[src/cdfe_pkg.sv]
package cdfe_pkg;

    localparam int S_TDATA_W = 24;
    localparam int M_TDATA_W = 16;

    // Register indexes on the configuration port.
    localparam logic [1:0] REG_SCALED_RANGE = 2'd0;
    localparam logic [1:0] REG_FULL_RANGE   = 2'd1;
    localparam logic [1:0] REG_RAMP_STEP    = 2'd2;
    localparam logic [1:0] REG_WARM_MASK    = 2'd3;

    // Color temperature and mixing constants.
    localparam int CT_MIN      = 153;
    localparam int CT_MAX      = 500;
    localparam int CT_SPAN     = 347;
    localparam int SHARE_DIV   = 136;
    localparam int SHARE_MAX   = 255;
    localparam int SNAP_MARGIN = 50;
    localparam int PCT         = 100;

    // Reciprocals for division by 136 and by 100; the product is floor or floor - 1.
    localparam logic [14:0] RECIP_136    = 15'd30840;
    localparam int          RECIP_136_SH = 22;
    localparam logic [19:0] RECIP_100    = 20'd671088;
    localparam int          RECIP_100_SH = 26;

    localparam int QUEUE_DEPTH = 2;

    typedef enum logic [1:0] {
        OP_NOP,
        OP_SET_OFF,
        OP_SET_ON,
        OP_TICK
    } t_op;

    typedef enum logic [1:0] {
        BK_IDLE,
        BK_TARGET,
        BK_RAMP,
        BK_EMIT
    } t_back_state;

    // Classified command word. bri is already forced into 1..100 and
    // mired is the color temperature offset 0..347.
    typedef struct packed {
        t_op        op;
        logic [1:0] ch;
        logic       has_warm;
        logic [6:0] bri;
        logic [8:0] mired;
        logic       fast;
    } t_item;

    typedef struct packed {
        logic [11:0] scaled_range;
        logic [11:0] full_range;
        logic [11:0] ramp_step;
        logic [3:0]  warm_mask;
    } t_cfg;

    typedef struct packed {
        logic       start;
        logic       has_warm;
        logic [6:0] bri;
        logic [8:0] mired;
    } t_tgt_req;

    typedef struct packed {
        logic        done;
        logic [11:0] cold;
        logic [11:0] warm;
    } t_tgt_rsp;

endpackage

[src/cct_dimmer_fade_engine.sv]
// Dimmer fade engine for NUM_CHANNELS channels driving 2*NUM_CHANNELS duty slots.
// The slave stream carries commands: tuser low sets the targets of one channel
// (off, or on with brightness and color temperature), tuser high is a fade tick.
// A set produces no output. A tick steps every slot toward its target and sends
// one word per slot, in slot order, with tlast on the final slot; each word
// carries the slot, its new duty and whether all slots now sit on target.
// Configuration writes go through the plain write port; the user must make them
// only while the block is idle; the block itself does not enforce it. A set-off
// is applied when popped; a set-on waits for the seven-stage target multiply unit.
// A tick makes one pass over the slots through the single ramp unit, then one
// pass into the output register, one slot a cycle while the receiver takes them.
// Commands pass through an input register and a two-word queue, so up to three
// words are taken while the engine is still busy.
// Reset clears all duties, all targets and the pending fast flag, and loads
// the default configuration. If the receiver stalls, the output word holds
// and the output pass waits; the front keeps accepting until the queue fills.
module cct_dimmer_fade_engine #(
    parameter int NUM_CHANNELS = 4
) (
    input  logic                           i_clk,
    input  logic                           i_rst_n,
    input  logic                           i_cfg_we,
    input  logic [1:0]                     i_cfg_idx,
    input  logic [11:0]                    i_cfg_data,
    input  logic                           i_s_tvalid,
    output logic                           o_s_tready,
    // channel[1:0], on[2], brightness[9:3], mired[18:10], fast[19], zero[23:20]
    input  logic [cdfe_pkg::S_TDATA_W-1:0] i_s_tdata,
    // func: 0 set targets, 1 fade tick
    input  logic                           i_s_tuser,
    output logic                           o_m_tvalid,
    input  logic                           i_m_tready,
    // slot[2:0], duty[14:3], settled[15]
    output logic [cdfe_pkg::M_TDATA_W-1:0] o_m_tdata,
    output logic                           o_m_tlast
);
    import cdfe_pkg::*;

    t_cfg     r_cfg;
    logic     w_push;
    t_item    w_front_item;
    logic     w_full;
    logic     w_pop;
    logic     w_empty;
    t_item    w_queue_item;
    t_tgt_req w_req;
    t_tgt_rsp w_rsp;

    always_ff @(posedge i_clk) begin
        if (!i_rst_n) begin
            r_cfg.scaled_range <= 12'd4095;
            r_cfg.full_range   <= 12'd4095;
            r_cfg.ramp_step    <= 12'd8;
            r_cfg.warm_mask    <= 4'd0;
        end else if (i_cfg_we) begin
            case (i_cfg_idx)
                REG_SCALED_RANGE: r_cfg.scaled_range <= i_cfg_data;
                REG_FULL_RANGE:   r_cfg.full_range   <= i_cfg_data;
                REG_RAMP_STEP:    r_cfg.ramp_step    <= i_cfg_data;
                REG_WARM_MASK:    r_cfg.warm_mask    <= i_cfg_data[3:0];
                default: ;
            endcase
        end
    end

    cdfe_front #(
        .NUM_CHANNELS(NUM_CHANNELS)
    ) u_front (
        .i_clk       (i_clk),
        .i_rst_n     (i_rst_n),
        .i_s_tvalid  (i_s_tvalid),
        .o_s_tready  (o_s_tready),
        .i_s_tdata   (i_s_tdata),
        .i_s_tuser   (i_s_tuser),
        .i_warm_mask (r_cfg.warm_mask),
        .o_push      (w_push),
        .o_item      (w_front_item),
        .i_full      (w_full)
    );

    cdfe_queue u_queue (
        .i_clk   (i_clk),
        .i_rst_n (i_rst_n),
        .i_push  (w_push),
        .i_item  (w_front_item),
        .o_full  (w_full),
        .i_pop   (w_pop),
        .o_empty (w_empty),
        .o_item  (w_queue_item)
    );

    cdfe_target u_target (
        .i_clk          (i_clk),
        .i_rst_n        (i_rst_n),
        .i_req          (w_req),
        .i_scaled_range (r_cfg.scaled_range),
        .i_full_range   (r_cfg.full_range),
        .o_rsp          (w_rsp)
    );

    cdfe_back #(
        .NUM_CHANNELS(NUM_CHANNELS)
    ) u_back (
        .i_clk       (i_clk),
        .i_rst_n     (i_rst_n),
        .i_empty     (w_empty),
        .i_item      (w_queue_item),
        .o_pop       (w_pop),
        .i_ramp_step (r_cfg.ramp_step),
        .o_req       (w_req),
        .i_rsp       (w_rsp),
        .o_m_tvalid  (o_m_tvalid),
        .i_m_tready  (i_m_tready),
        .o_m_tdata   (o_m_tdata),
        .o_m_tlast   (o_m_tlast)
    );

endmodule

[src/cdfe_front.sv]
module cdfe_front #(
    parameter int NUM_CHANNELS = 4
) (
    input  logic                             i_clk,
    input  logic                             i_rst_n,
    input  logic                             i_s_tvalid,
    output logic                             o_s_tready,
    input  logic [cdfe_pkg::S_TDATA_W-1:0]   i_s_tdata,
    input  logic                             i_s_tuser,
    input  logic [3:0]                       i_warm_mask,
    output logic                             o_push,
    output cdfe_pkg::t_item                  o_item,
    input  logic                             i_full
);
    import cdfe_pkg::*;

    logic [1:0] w_ch;
    logic       w_on;
    logic [6:0] w_bri;
    logic [8:0] w_ct;
    logic       w_fast;
    t_item      n_item;
    t_item      r_item;
    logic       r_valid;

    assign w_ch   = i_s_tdata[1:0];
    assign w_on   = i_s_tdata[2];
    assign w_bri  = i_s_tdata[9:3];
    assign w_ct   = i_s_tdata[18:10];
    assign w_fast = i_s_tdata[19];

    always_comb begin
        n_item.ch       = w_ch;
        n_item.fast     = w_fast;
        n_item.has_warm = i_warm_mask[w_ch];
        if (w_bri == 7'd0 || w_bri > 7'(PCT)) begin
            n_item.bri = 7'(PCT);
        end else begin
            n_item.bri = w_bri;
        end
        if (w_ct < 9'(CT_MIN)) begin
            n_item.mired = 9'd0;
        end else if (w_ct > 9'(CT_MAX)) begin
            n_item.mired = 9'(CT_SPAN);
        end else begin
            n_item.mired = w_ct - 9'(CT_MIN);
        end
        if (i_s_tuser) begin
            n_item.op = OP_TICK;
        end else if (4'(w_ch) >= 4'(NUM_CHANNELS)) begin
            n_item.op = OP_NOP;
        end else if (w_on) begin
            n_item.op = OP_SET_ON;
        end else begin
            n_item.op = OP_SET_OFF;
        end
    end

    assign o_s_tready = !r_valid || !i_full;

    always_ff @(posedge i_clk) begin
        if (!i_rst_n) begin
            r_valid <= 1'b0;
        end else if (o_s_tready) begin
            r_valid <= i_s_tvalid;
        end
    end

    always_ff @(posedge i_clk) begin
        if (o_s_tready && i_s_tvalid) begin
            r_item <= n_item;
        end
    end

    assign o_push = r_valid;
    assign o_item = r_item;

endmodule

[src/cdfe_queue.sv]
module cdfe_queue (
    input  logic            i_clk,
    input  logic            i_rst_n,
    input  logic            i_push,
    input  cdfe_pkg::t_item i_item,
    output logic            o_full,
    input  logic            i_pop,
    output logic            o_empty,
    output cdfe_pkg::t_item o_item
);
    import cdfe_pkg::*;

    localparam int PTR_W = (QUEUE_DEPTH > 1) ? $clog2(QUEUE_DEPTH) : 1;
    localparam logic [PTR_W-1:0] LAST_PTR = PTR_W'(QUEUE_DEPTH - 1);

    t_item            r_mem [QUEUE_DEPTH];
    logic [PTR_W-1:0] r_wr;
    logic [PTR_W-1:0] r_rd;
    logic [PTR_W:0]   r_count;
    logic             w_push_ok;
    logic             w_pop_ok;

    assign o_full    = r_count == (PTR_W + 1)'(QUEUE_DEPTH);
    assign o_empty   = r_count == '0;
    assign w_push_ok = i_push && !o_full;
    assign w_pop_ok  = i_pop && !o_empty;
    assign o_item    = r_mem[r_rd];

    always_ff @(posedge i_clk) begin
        if (!i_rst_n) begin
            r_wr    <= '0;
            r_rd    <= '0;
            r_count <= '0;
        end else begin
            if (w_push_ok) begin
                r_wr <= (r_wr == LAST_PTR) ? '0 : r_wr + 1'b1;
            end
            if (w_pop_ok) begin
                r_rd <= (r_rd == LAST_PTR) ? '0 : r_rd + 1'b1;
            end
            if (w_push_ok && !w_pop_ok) begin
                r_count <= r_count + 1'b1;
            end else if (w_pop_ok && !w_push_ok) begin
                r_count <= r_count - 1'b1;
            end
        end
    end

    always_ff @(posedge i_clk) begin
        if (w_push_ok) begin
            r_mem[r_wr] <= i_item;
        end
    end

endmodule

[src/cdfe_target.sv]
module cdfe_target (
    input  logic               i_clk,
    input  logic               i_rst_n,
    input  cdfe_pkg::t_tgt_req i_req,
    input  logic [11:0]        i_scaled_range,
    input  logic [11:0]        i_full_range,
    output cdfe_pkg::t_tgt_rsp o_rsp
);
    import cdfe_pkg::*;

    // floor(x / 255) for 12-bit x.
    function automatic logic [4:0] div255(input logic [11:0] x);
        logic [12:0] s;
        s = 13'(x) + 13'(x[11:8]) + 13'd1;
        return s[12:8];
    endfunction

    function automatic logic [7:0] share_est(input logic [15:0] v);
        logic [30:0] p;
        p = 31'(v) * 31'(RECIP_136);
        return 8'(p >> RECIP_136_SH);
    endfunction

    function automatic logic [7:0] share_fix(input logic [15:0] v, input logic [7:0] est);
        logic [15:0] rem;
        rem = v - 16'(est) * 16'(SHARE_DIV);
        return (rem >= 16'(SHARE_DIV)) ? est + 8'd1 : est;
    endfunction

    function automatic logic [11:0] pct_est(input logic [18:0] v);
        logic [38:0] p;
        p = 39'(v) * 39'(RECIP_100);
        return 12'(p >> RECIP_100_SH);
    endfunction

    function automatic logic [11:0] pct_fix(input logic [18:0] v, input logic [11:0] est,
                                            input logic snap_en, input logic [11:0] full);
        logic [18:0] rem;
        logic [11:0] t;
        rem = v - 19'(est) * 19'(PCT);
        t = (rem >= 19'(PCT)) ? est + 12'd1 : est;
        // Near-full values jump to full scale.
        if (snap_en && (13'(t) + 13'(SNAP_MARGIN) > 13'(full))) begin
            t = full;
        end
        return t;
    endfunction

    logic [6:0]  r_stage;
    logic [6:0]  r_bri;
    logic        r_warm;
    logic [4:0]  r_q;
    logic [15:0] r_vc;
    logic [15:0] r_vw;
    logic [7:0]  r_ac;
    logic [7:0]  r_aw;
    logic [7:0]  r_ic;
    logic [7:0]  r_iw;
    logic [14:0] r_pc;
    logic [14:0] r_pw;
    logic [18:0] r_sc;
    logic [18:0] r_sw;
    logic [11:0] r_dc;
    logic [11:0] r_dw;
    logic [11:0] r_tc;
    logic [11:0] r_tw;
    logic        w_snap;

    assign w_snap = r_warm && (r_bri == 7'(PCT));

    always_ff @(posedge i_clk) begin
        if (!i_rst_n) begin
            r_stage <= '0;
        end else begin
            r_stage <= {r_stage[5:0], i_req.start};
        end
    end

    always_ff @(posedge i_clk) begin
        if (i_req.start) begin
            r_bri  <= i_req.bri;
            r_warm <= i_req.has_warm;
            r_q    <= div255(i_scaled_range);
            r_vc   <= 16'(9'(CT_SPAN) - i_req.mired) * 16'(PCT);
            r_vw   <= 16'(i_req.mired) * 16'(PCT);
        end
        if (r_stage[0]) begin
            r_ac <= share_est(r_vc);
            r_aw <= share_est(r_vw);
        end
        if (r_stage[1]) begin
            r_ic <= r_warm ? share_fix(r_vc, r_ac) : 8'(SHARE_MAX);
            r_iw <= share_fix(r_vw, r_aw);
        end
        if (r_stage[2]) begin
            r_pc <= 15'(r_ic) * 15'(r_bri);
            r_pw <= 15'(r_iw) * 15'(r_bri);
        end
        if (r_stage[3]) begin
            r_sc <= 19'(r_pc) * 19'(r_q);
            r_sw <= 19'(r_pw) * 19'(r_q);
        end
        if (r_stage[4]) begin
            r_dc <= pct_est(r_sc);
            r_dw <= pct_est(r_sw);
        end
        if (r_stage[5]) begin
            r_tc <= pct_fix(r_sc, r_dc, w_snap, i_full_range);
            r_tw <= pct_fix(r_sw, r_dw, w_snap, i_full_range);
        end
    end

    assign o_rsp.done = r_stage[6];
    assign o_rsp.cold = r_tc;
    assign o_rsp.warm = r_tw;

endmodule

[src/cdfe_back.sv]
module cdfe_back #(
    parameter int NUM_CHANNELS = 4
) (
    input  logic                           i_clk,
    input  logic                           i_rst_n,
    input  logic                           i_empty,
    input  cdfe_pkg::t_item                i_item,
    output logic                           o_pop,
    input  logic [11:0]                    i_ramp_step,
    output cdfe_pkg::t_tgt_req             o_req,
    input  cdfe_pkg::t_tgt_rsp             i_rsp,
    output logic                           o_m_tvalid,
    input  logic                           i_m_tready,
    output logic [cdfe_pkg::M_TDATA_W-1:0] o_m_tdata,
    output logic                           o_m_tlast
);
    import cdfe_pkg::*;

    localparam int NUM_SLOTS = 2 * NUM_CHANNELS;
    localparam int SLOT_W    = $clog2(NUM_SLOTS);
    localparam logic [SLOT_W-1:0] LAST_SLOT = SLOT_W'(NUM_SLOTS - 1);

    function automatic logic [11:0] ramp_duty(input logic [11:0] cur, input logic [11:0] tgt,
                                              input logic [11:0] step, input logic jump);
        logic [12:0] up;
        logic [12:0] dec;
        logic [12:0] down;
        logic [11:0] res;
        up   = 13'(cur) + 13'(step);
        dec  = (tgt == 12'd0) ? {step, 1'b0} : 13'(step);
        down = 13'(cur) - dec;
        if (cur < tgt) begin
            res = (up > 13'(tgt)) ? tgt : up[11:0];
        end else if (cur > tgt) begin
            // Falling under the step goes straight to zero, even below a nonzero target.
            if (13'(cur) < dec) begin
                res = 12'd0;
            end else if (down < 13'(tgt)) begin
                res = tgt;
            end else begin
                res = down[11:0];
            end
        end else begin
            res = cur;
        end
        if (jump) begin
            res = tgt;
        end
        return res;
    endfunction

    t_back_state       r_state;
    t_back_state       n_state;
    t_item             r_item;
    logic [SLOT_W-1:0] r_idx;
    logic              r_fast;
    logic              r_settled;
    logic [11:0]       r_cur [NUM_SLOTS];
    logic [11:0]       r_tgt [NUM_SLOTS];
    logic              r_out_valid;
    logic [M_TDATA_W-1:0] r_out_data;
    logic              r_out_last;

    logic [11:0]       w_cur;
    logic [11:0]       w_tgt;
    logic [11:0]       w_new;
    logic              w_out_load;
    logic              w_last_idx;
    logic [SLOT_W-1:0] w_next_idx;
    logic [SLOT_W-1:0] w_pop_cold;
    logic [SLOT_W-1:0] w_pop_warm;
    logic [SLOT_W-1:0] w_set_cold;
    logic [SLOT_W-1:0] w_set_warm;

    assign w_cur      = r_cur[r_idx];
    assign w_tgt      = r_tgt[r_idx];
    assign w_new      = ramp_duty(w_cur, w_tgt, i_ramp_step, r_fast);
    assign w_last_idx = r_idx == LAST_SLOT;
    assign w_next_idx = w_last_idx ? '0 : r_idx + 1'b1;
    assign w_out_load = (r_state == BK_EMIT) && (!r_out_valid || i_m_tready);

    assign w_pop_cold = SLOT_W'(i_item.ch);
    assign w_pop_warm = LAST_SLOT - w_pop_cold;
    assign w_set_cold = SLOT_W'(r_item.ch);
    assign w_set_warm = LAST_SLOT - w_set_cold;

    always_comb begin
        n_state = r_state;
        case (r_state)
            BK_IDLE: begin
                if (!i_empty) begin
                    if (i_item.op == OP_SET_ON) begin
                        n_state = BK_TARGET;
                    end else if (i_item.op == OP_TICK) begin
                        n_state = BK_RAMP;
                    end
                end
            end
            BK_TARGET: begin
                if (i_rsp.done) begin
                    n_state = BK_IDLE;
                end
            end
            BK_RAMP: begin
                if (w_last_idx) begin
                    n_state = BK_EMIT;
                end
            end
            BK_EMIT: begin
                if (w_out_load && w_last_idx) begin
                    n_state = BK_IDLE;
                end
            end
            default: n_state = BK_IDLE;
        endcase
    end

    always_comb begin
        o_pop          = (r_state == BK_IDLE) && !i_empty;
        o_req.start    = o_pop && (i_item.op == OP_SET_ON);
        o_req.has_warm = i_item.has_warm;
        o_req.bri      = i_item.bri;
        o_req.mired    = i_item.mired;
    end

    always_ff @(posedge i_clk) begin
        if (!i_rst_n) begin
            r_state     <= BK_IDLE;
            r_fast      <= 1'b0;
            r_out_valid <= 1'b0;
            for (int i = 0; i < NUM_SLOTS; i++) begin
                r_cur[i] <= '0;
                r_tgt[i] <= '0;
            end
        end else begin
            r_state <= n_state;
            // A fast request on any word takes effect at the next tick, this one included.
            if (o_pop && i_item.fast) begin
                r_fast <= 1'b1;
            end else if (r_state == BK_RAMP && w_last_idx) begin
                r_fast <= 1'b0;
            end
            if (w_out_load) begin
                r_out_valid <= 1'b1;
            end else if (i_m_tready) begin
                r_out_valid <= 1'b0;
            end
            if (r_state == BK_RAMP) begin
                r_cur[r_idx] <= w_new;
            end
            if (o_pop && i_item.op == OP_SET_OFF) begin
                r_tgt[w_pop_cold] <= '0;
                if (i_item.has_warm) begin
                    r_tgt[w_pop_warm] <= '0;
                end
            end else if (r_state == BK_TARGET && i_rsp.done) begin
                r_tgt[w_set_cold] <= i_rsp.cold;
                if (r_item.has_warm) begin
                    r_tgt[w_set_warm] <= i_rsp.warm;
                end
            end
        end
    end

    always_ff @(posedge i_clk) begin
        if (o_pop) begin
            r_item    <= i_item;
            r_idx     <= '0;
            r_settled <= 1'b1;
        end else if (r_state == BK_RAMP) begin
            r_idx     <= w_next_idx;
            r_settled <= r_settled && (w_new == w_tgt);
        end else if (w_out_load) begin
            r_idx <= w_next_idx;
        end
        if (w_out_load) begin
            r_out_data <= {r_settled, w_cur, 3'(r_idx)};
            r_out_last <= w_last_idx;
        end
    end

    assign o_m_tvalid = r_out_valid;
    assign o_m_tdata  = r_out_data;
    assign o_m_tlast  = r_out_last;

endmodule

[config.mk]
export PLATFORM = sky130hd
export DESIGN_NAME = cct_dimmer_fade_engine
export DESIGN_NICKNAME = d
export VERILOG_FILES = /design/src/cdfe_pkg.sv /design/src/cct_dimmer_fade_engine.sv /design/src/cdfe_front.sv /design/src/cdfe_queue.sv /design/src/cdfe_target.sv /design/src/cdfe_back.sv
export SDC_FILE = /design/constraint.sdc
export NUM_CORES = 2
export LEC_CHECK = 0
export BUFFER_PORTS_ARGS = -buffer_cell sky130_fd_sc_hd__buf_2
export CORE_UTILIZATION = 66
export CTS_CLUSTER_DIAMETER = 40
export DETAILED_ROUTE_END_ITERATION = 10
export PLACE_DENSITY_LB_ADDON = 0.2
export SKIP_CTS_REPAIR_TIMING = 1
export SLEW_MARGIN = 20
export SYNTH_ARGS = -nofsm -noshare
export SYNTH_HDL_FRONTEND = slang
export SYNTH_SLANG_ARGS = --single-unit
[constraint.sdc]
create_clock -name i_clk -period 9.45 [get_ports i_clk]
set_input_delay 1.89 -clock i_clk [delete_from_list [all_inputs] [get_ports i_clk]]
set_output_delay 1.89 -clock i_clk [all_outputs]
set_load 0.03 [all_outputs]
# Yosys cells after proc, flatten, opt, wreduce, memory -nomap -nowiden
# Memory sizes are Yosys's and may differ from the RTL's. A register that Yosys moved wholly into a read port is not among the register bits.
# Index checks and enable logic that the tools add are counted.
[word_totals]
mem_bits_ro = 0
memories = 3
latchBits = 0
mem_bits_rw = 236
out_inout_bits = 19
wordCells = 239
ff_bits = 291
inputBits = 44
[op_classes]
n_addsub = 23
n_div = 0
mul = 14
n_lt_le_gt_ge = 15
reduce_logical = 46
n_eq_ne = 18
shifts = 0
n_bitwise = 0
mux = 78
[mem_list]
columns = ["name", "words", "word_bits", "rd", "rd_ports_with_merged_regs", "write_ports", "line_no", "rtl"]
rows = [
  ["u_back.r_cur", 8, 12, 1, 1, 8, "cdfe_back.sv:58", "logic [11:0] r_cur [NUM_SLOTS];"],
  ["u_back.r_tgt", 8, 12, 1, 1, 8, "cdfe_back.sv:59", "logic [11:0] r_tgt [NUM_SLOTS];"],
  ["u_queue.r_mem", 2, 22, 1, 1, 1, "cdfe_queue.sv:16", "t_item r_mem [QUEUE_DEPTH];"],
]
[ops]
columns = ["op", "count"]
rows = [
  ["two-way mux 12 bit", 15],
  ["multiplier 19 x 16 -> 34 bit, second input constant", 2],
  ["OR reduction 12 bit", 5],
  ["multiplier 14 x 12 -> 25 bit, second input constant", 2],
  ["> comparator 13 x 12 -> 1 bit", 3],
  [">= comparator 19 x 7 -> 1 bit, second input constant", 2],
  ["multiplier 15 x 5 -> 19 bit", 2],
  ["subtractor 19 bit", 2],
  ["two-way mux 1 bit", 36],
  ["two-way mux 3 bit", 12],
  ["multiplier 12 x 5 -> 17 bit, second input constant", 2],
  [">= comparator 16 x 8 -> 1 bit, second input constant", 2],
  ["subtractor 16 bit", 2],
  ["multiplier 8 x 7 -> 15 bit", 2],
  ["adder 12 x 6 -> 13 bit, second input constant", 2],
  ["multiplier 8 x 5 -> 13 bit, second input constant", 2],
  ["adder 12 x 1 -> 12 bit, second input constant", 2],
  ["two-way mux 2 bit", 9],
  ["logical AND 1 bit", 17],
  ["adder 8 x 1 -> 8 bit, second input constant", 2],
  ["multiplier 16 x 5 -> 14 bit, second input constant", 1],
  ["two-way mux 8 bit", 2],
  ["== test 2 bit, second input constant", 7],
  ["multiplier 9 x 5 -> 14 bit, second input constant", 1],
  ["other kinds (39)", 60],
]

# Depth between registers and ports, before layout
[depth]
depth_word = 11
depth_mapped = 43
depth_no_buf = 41

# By module
# Synthesis repeated with hierarchy kept, for this count alone.
[hier_totals]
hier_cells = 5459
hier_area_um2 = 57069.7
[modules_own_cells]
columns = ["module", "area_per_inst_um2", "n_inst", "cells_per_inst"]
rows = [
  ["cdfe_target", 39226.4, 1, 3920],
  ["cdfe_back", 13299.0, 1, 1201],
  ["cdfe_queue", 1813.0, 1, 93],
  ["cct_dimmer_fade_engine", 1645.3, 1, 161],
  ["cdfe_front", 1086.0, 1, 84],
]

# Least setup slack after synthesis
# OpenSTA, ideal clock, no wires.
[synth_path]
path_type = "register to register"
start = "reg u_target.r_dc[2]"
end = "reg u_target.r_tc[8] (data pin)"
setup_slack_ns = 1.193
setup_time_ns = 0.260
synth_period_minus_slack_ns = 8.257
path_buffers = 2
t_arrival_ns = 7.997
stages_incl_launch_ff = 40
cell_sequence = "edfxtp_1 ha_1 ha_1 fa_1 ha_1 a21oi_1 o21ai_0 a21oi_1 o21bai_1 a21oi_1 nor2b_1 o21a_1 o21ai_0 nand2_1 a21oi_1 xor2_1 ha_1 or2_2 (+4 left out) nand4_1 clkbuf_1 nand2_1 xnor2_1 ha_1 ha_1 o21a_1 o21a_1 o21a_1 o21a_1 o21a_1 o211ai_1 a31oi_1 o31a_1 a41oi_1 nor2_1 buf_2 mux2_2"
[synth_between]
elab_chain_cells = 8
word_cells_on_any_way = 9
cone_classes = "add/sub (3); mul (1); order compare (2); mux (2); reduce/logical (1)"
[synth_rtl]
columns = ["item", "line_no", "rtl"]
rows = [
  ["start: declaration", "cdfe_target.sv:63", "logic [11:0] r_dc;"],
  ["start signal: assignment", "cdfe_target.sv:104", "r_dc <= pct_est(r_sc);"],
  ["multiplier 12 x 5 -> 17 bit", "cdfe_target.sv:40", "rem = v - 19'(est) * 19'(PCT);"],
  ["subtractor 19 bit", "cdfe_target.sv:40", ""],
  [">= comparator 19 x 7 -> 1 bit", "cdfe_target.sv:41", "t = (rem >= 19'(PCT)) ? est + 12'd1 : est;"],
  ["two-way mux 12 bit (*)", "cdfe_target.sv:41", ""],
  ["adder 12 x 6 -> 13 bit", "cdfe_target.sv:43", "if (snap_en && (13'(t) + 13'(SNAP_MARGIN) > 13'(full))) begin"],
  ["> comparator 13 x 12 -> 1 bit", "cdfe_target.sv:43", ""],
  ["logical AND 1 bit", "cdfe_target.sv:43", ""],
  ["two-way mux 12 bit (*)", "cdfe_target.sv:43", ""],
  ["end signal: assignment", "cdfe_target.sv:108", "r_tc <= pct_fix(r_sc, r_dc, w_snap, i_full_range);"],
  ["end: declaration", "cdfe_target.sv:65", "logic [11:0] r_tc;"],
]
# Every way passes the cells marked *; elsewhere a longest branch is shown, timed or not.
# A chain may end at the register's enable or synchronous reset.

# Worst setup path in the final report
[layout_path]
start = "reg u_target.r_dc[3]"
end = "reg u_target.r_tc[2] (data pin)"
# The elaborated chain is that of the path after synthesis.

==> out/qor.yml <==
cts:
  cts.sinks: 530
  htreeDepth: 3
  path_clk_slew_ps: 50
  cts_inserted_buffers: 84
  cts_buffer_depth: 3
  ctsRootBufferMaster: "clkbuf_16"
  clk_latency_ps: 640
  cts_tree: "done"
floorplan:
  die_y_um: 292.5
  fp-row-count: 106
  start_util_pct: 66.64
  ios: 63
  core_area_um2: 83560
  fp.dieW_um: 292.5
  die_area_um2: 85540
routing:
  drc: 0
  via_count: 38890
  drtIter0Drc: 2621
  drt_wl_total_um: 124900
  vias_per_cell: 5.949
  routedWlPerCell_um: 19.11
  drtAntennaViolNets: 0
  first_pass_iters: 6
pwr:
  switchingPower_mw: 9.304
  combPwrFrac_pct: 67.2
  seqPwrFrac_pct: 18.0
  switching_share_pct: 45.43
  p_int_mw: 11.18
  clock_power_share_pct: 14.8
  peakVddDrop_mv: 0.9482
  p_per_area_nw_per_um2: 341.9
  leakage_nw: 27.46
placed_design:
  placed_cells: 6375
  io_buffers: 58
  pre_cts_ws_ps: 363.8
  hpwl_um: 97810
  place_congestion: 0.9562
synth:
  synth_seq_cells: 530
  syn_inst: 5325
  synth_seq_area_share_pct: 27.43
  avgSynthCellArea_um2: 10.46
  ys.flop_type: "edfxtp_1"
  synth_enable_flop_cells: 466
  yosysWarnings: 0
  synthesis.area_um2: 55680
  synthArstFlopShare_pct: 0
  synth_cell_types: 88
  synth_nets: 6765
setup_path:
  start_kind: "flop"
  cp_max_fo: 11
  cp.required_ps: 9840
  max_stage_delay_ps: 500
  arrival_ps: 9230
  timing.rr.end: "u_target.r_tc[2]"
  cp-end-kind: "flop"
  r2r_slack_ps: 600
  crit_start: "u_target.r_dc[3]"
  worstReg2RegStart: "u_target.r_dc[3]"
  cp_slowest_cell: "edfxtp_1"
  worstRegToRegCells: 35
  worstSetupPathType: "flop to flop"
grt:
  gr-usage-all-layers_pct: 30.30
  grt_max_degree: 62
  antenna_found_initial: 3
  grt-ovfl-total: 0
  grt_pass1_wl_um: 206800
  first_global_vias: 40490
sta:
  max_freq_mhz: 113.0
  hold_viol: 0
  rsz0062_at_grt: "no"
  skew_ps: 27.01
  drv_slew: 0
  final.setup.worst_slack_ps: 603.8
  finalSetupTns_ps: 0
  relSlewSlack_pct: 23.64
  tightest_slew_ps: 1144
  fin_crit_sh_pct: 93.61
  fin_crit_ps: 8846
  setup_viol: 0
run_status:
  status: "finished, final reports clean"
layout:
  final_nets: 6822
  layoutNonFillerInstCount: 6537
  layout-drive-gt1-share_pct: 6.601
  syn_to_final_growth_pct: 7.563
  postLayoutCoreUtil_pct: 71.68
  fillers: 6027
min_path:
  hold_start: "u_front.o_item[11]"
  min_path_cells: 0
  hp-class: "flop to flop"
  holdPathEnd: "u_queue.r_mem[1][11]"
flow_run:
  maxCapViolations: 0
==> stage by stage <==
stage                     hold WS (ps)  power [mW]  area [um^2]
after floorplan                  421.5       14.08        55680
after global placement           422.4       16.82        57080
after detailed placement         431.0       17.34        57080
after CTS                        442.7       20.59        59870
after global routing             455.8       22.58        59890
final                            444.8       20.48        59900
==> critical path, delay by kind of cell, from the launching register on <==
kind                     cells  cell delay (ps)
AO/OA/AOI/OAI               18             3240
adder cells (fa/ha/maj)      7             2300
AND/OR/NAND/NOR              7             1840
flip-flops                   1              500
multiplexers                 1              400
XOR/XNOR                     2              320
==> layer usage <==
layer  vias up  wire length (um)  track usage, %
li1      18300                 -               -
met1     19210             53110           40.37
met2      1129             60280           50.98
met3       243              7564           4.393
met4         2              3955           10.06
met5         -                 7               0
==> layout make-up <==
type,count,area [um^2],area share (%)
multi-input combinational,3857,36890,61.58
sequential,530,15280,25.52
inverter,824,3093,5.164
clock buffer,103,2215,3.697
tap,1080,1351,2.256
clock inverter,55,568.0,0.9484
timing repair buffer,85,493.0,0.8230
antenna,3,7.507,0.01253
==> power groups by stage <==
stage / clock [mW] / combinational, mW / sequential, mW
2_1_floorplan: 0 / 10.5 / 3.56
3_3_place_gp: 0 / 13.1 / 3.72
3_5_place_dp: 0 / 13.6 / 3.73
4_1_cts: 3.06 / 13.8 / 3.69
5_1_grt: 3.16 / 15.7 / 3.73
6_report: 3.03 / 13.8 / 3.68
==> flip-flops by register name, summed over array words and instances (netlist names), 13 cells and up, named ones only <==
| register | count |
|---|---|
| u_target.r_pw | 15 |
| u_target.r_pc | 15 |
| u_target.r_sw | 19 |
| u_target.r_vw | 13 |
| u_back.r_cur | 96 |
| u_queue.r_mem | 44 |
| u_target.r_sc | 19 |
| r_cfg | 40 |
| u_back.o_m_tdata | 16 |
| u_back.r_tgt | 96 |
| u_front.o_item | 22 |
| u_target.r_vc | 14 |
==> cells in the mapped netlist (81+ instances only) <==
| cell type | count | share of area [%] |
|---|---|---|
| ha_1 | 881 | 20 |
| inv_1 | 823 | 5.5 |
| fa_1 | 515 | 19 |
| edfxtp_1 | 466 | 25 |
| nand2_1 | 408 | 2.8 |
| nor2_1 | 362 | 2.4 |
| xnor2_1 | 193 | 3.0 |
| a21oi_1 | 172 | 1.5 |
| and2_1 | 167 | 1.9 |
| o21ai_0 | 113 | 1.0 |
| clkbuf_1 | 88 | 0.59 |
| nand3_1 | 82 | 0.74 |
| xor2_1 | 81 | 1.3 |
==> logic make-up after synthesis <==
| family | share of synthesized area, % |
|---|---|
| AO/OA/AOI/OAI | 8.532 |
| XOR/XNOR | 4.310 |
| adder cells (fa/ha/maj) | 38.31 |
| buffers and inverters | 6.411 |
| flip-flops | 27.43 |
| multiplexers | 3.494 |
| AND/OR/NAND/NOR | 11.51 |
==> cells in the final DEF (no fill, tap or decap), drive strengths merged, types with 17 or more instances in the layout <==
master,netlist,routed
ha,881,881
inv,824,848
fa,515,515
edfxtp,466,466
nand2,408,408
nor2,362,362
xnor2,193,193
a21oi,172,172
and2,167,167
o21ai,120,120
clkbuf,88,103
buf,26,85
nand3,82,82
xor2,81,81
nor3,66,66
o21a,65,65
dfxtp,64,64
nor2b,59,59
mux2i,56,56
mux2,43,43
a21o,40,40
mux4,40,40
nand2b,39,39
o21bai,39,39
o211ai,29,29
nand4,29,29
o22ai,28,28
a21boi,27,27
clkinv,0,25
a31oi,24,24
and3,23,23
or3,20,20
a211oi,20,20
or2,17,17
==> worst max-delay path by stage <==
stage,end,slack (ps),cells after the start
2_1_floorplan,u_target.r_tc[8],1190,39
3_3_place_gp,u_target.r_tc[8],490,35
3_5_place_dp,u_target.r_tw[6],360,36
4_1_cts,u_target.r_tw[6],290,36
5_1_grt,u_target.r_tc[2],100,36
6_report,u_target.r_tc[2],600,35
Note: power is estimated with default switching activity, not from simulation.
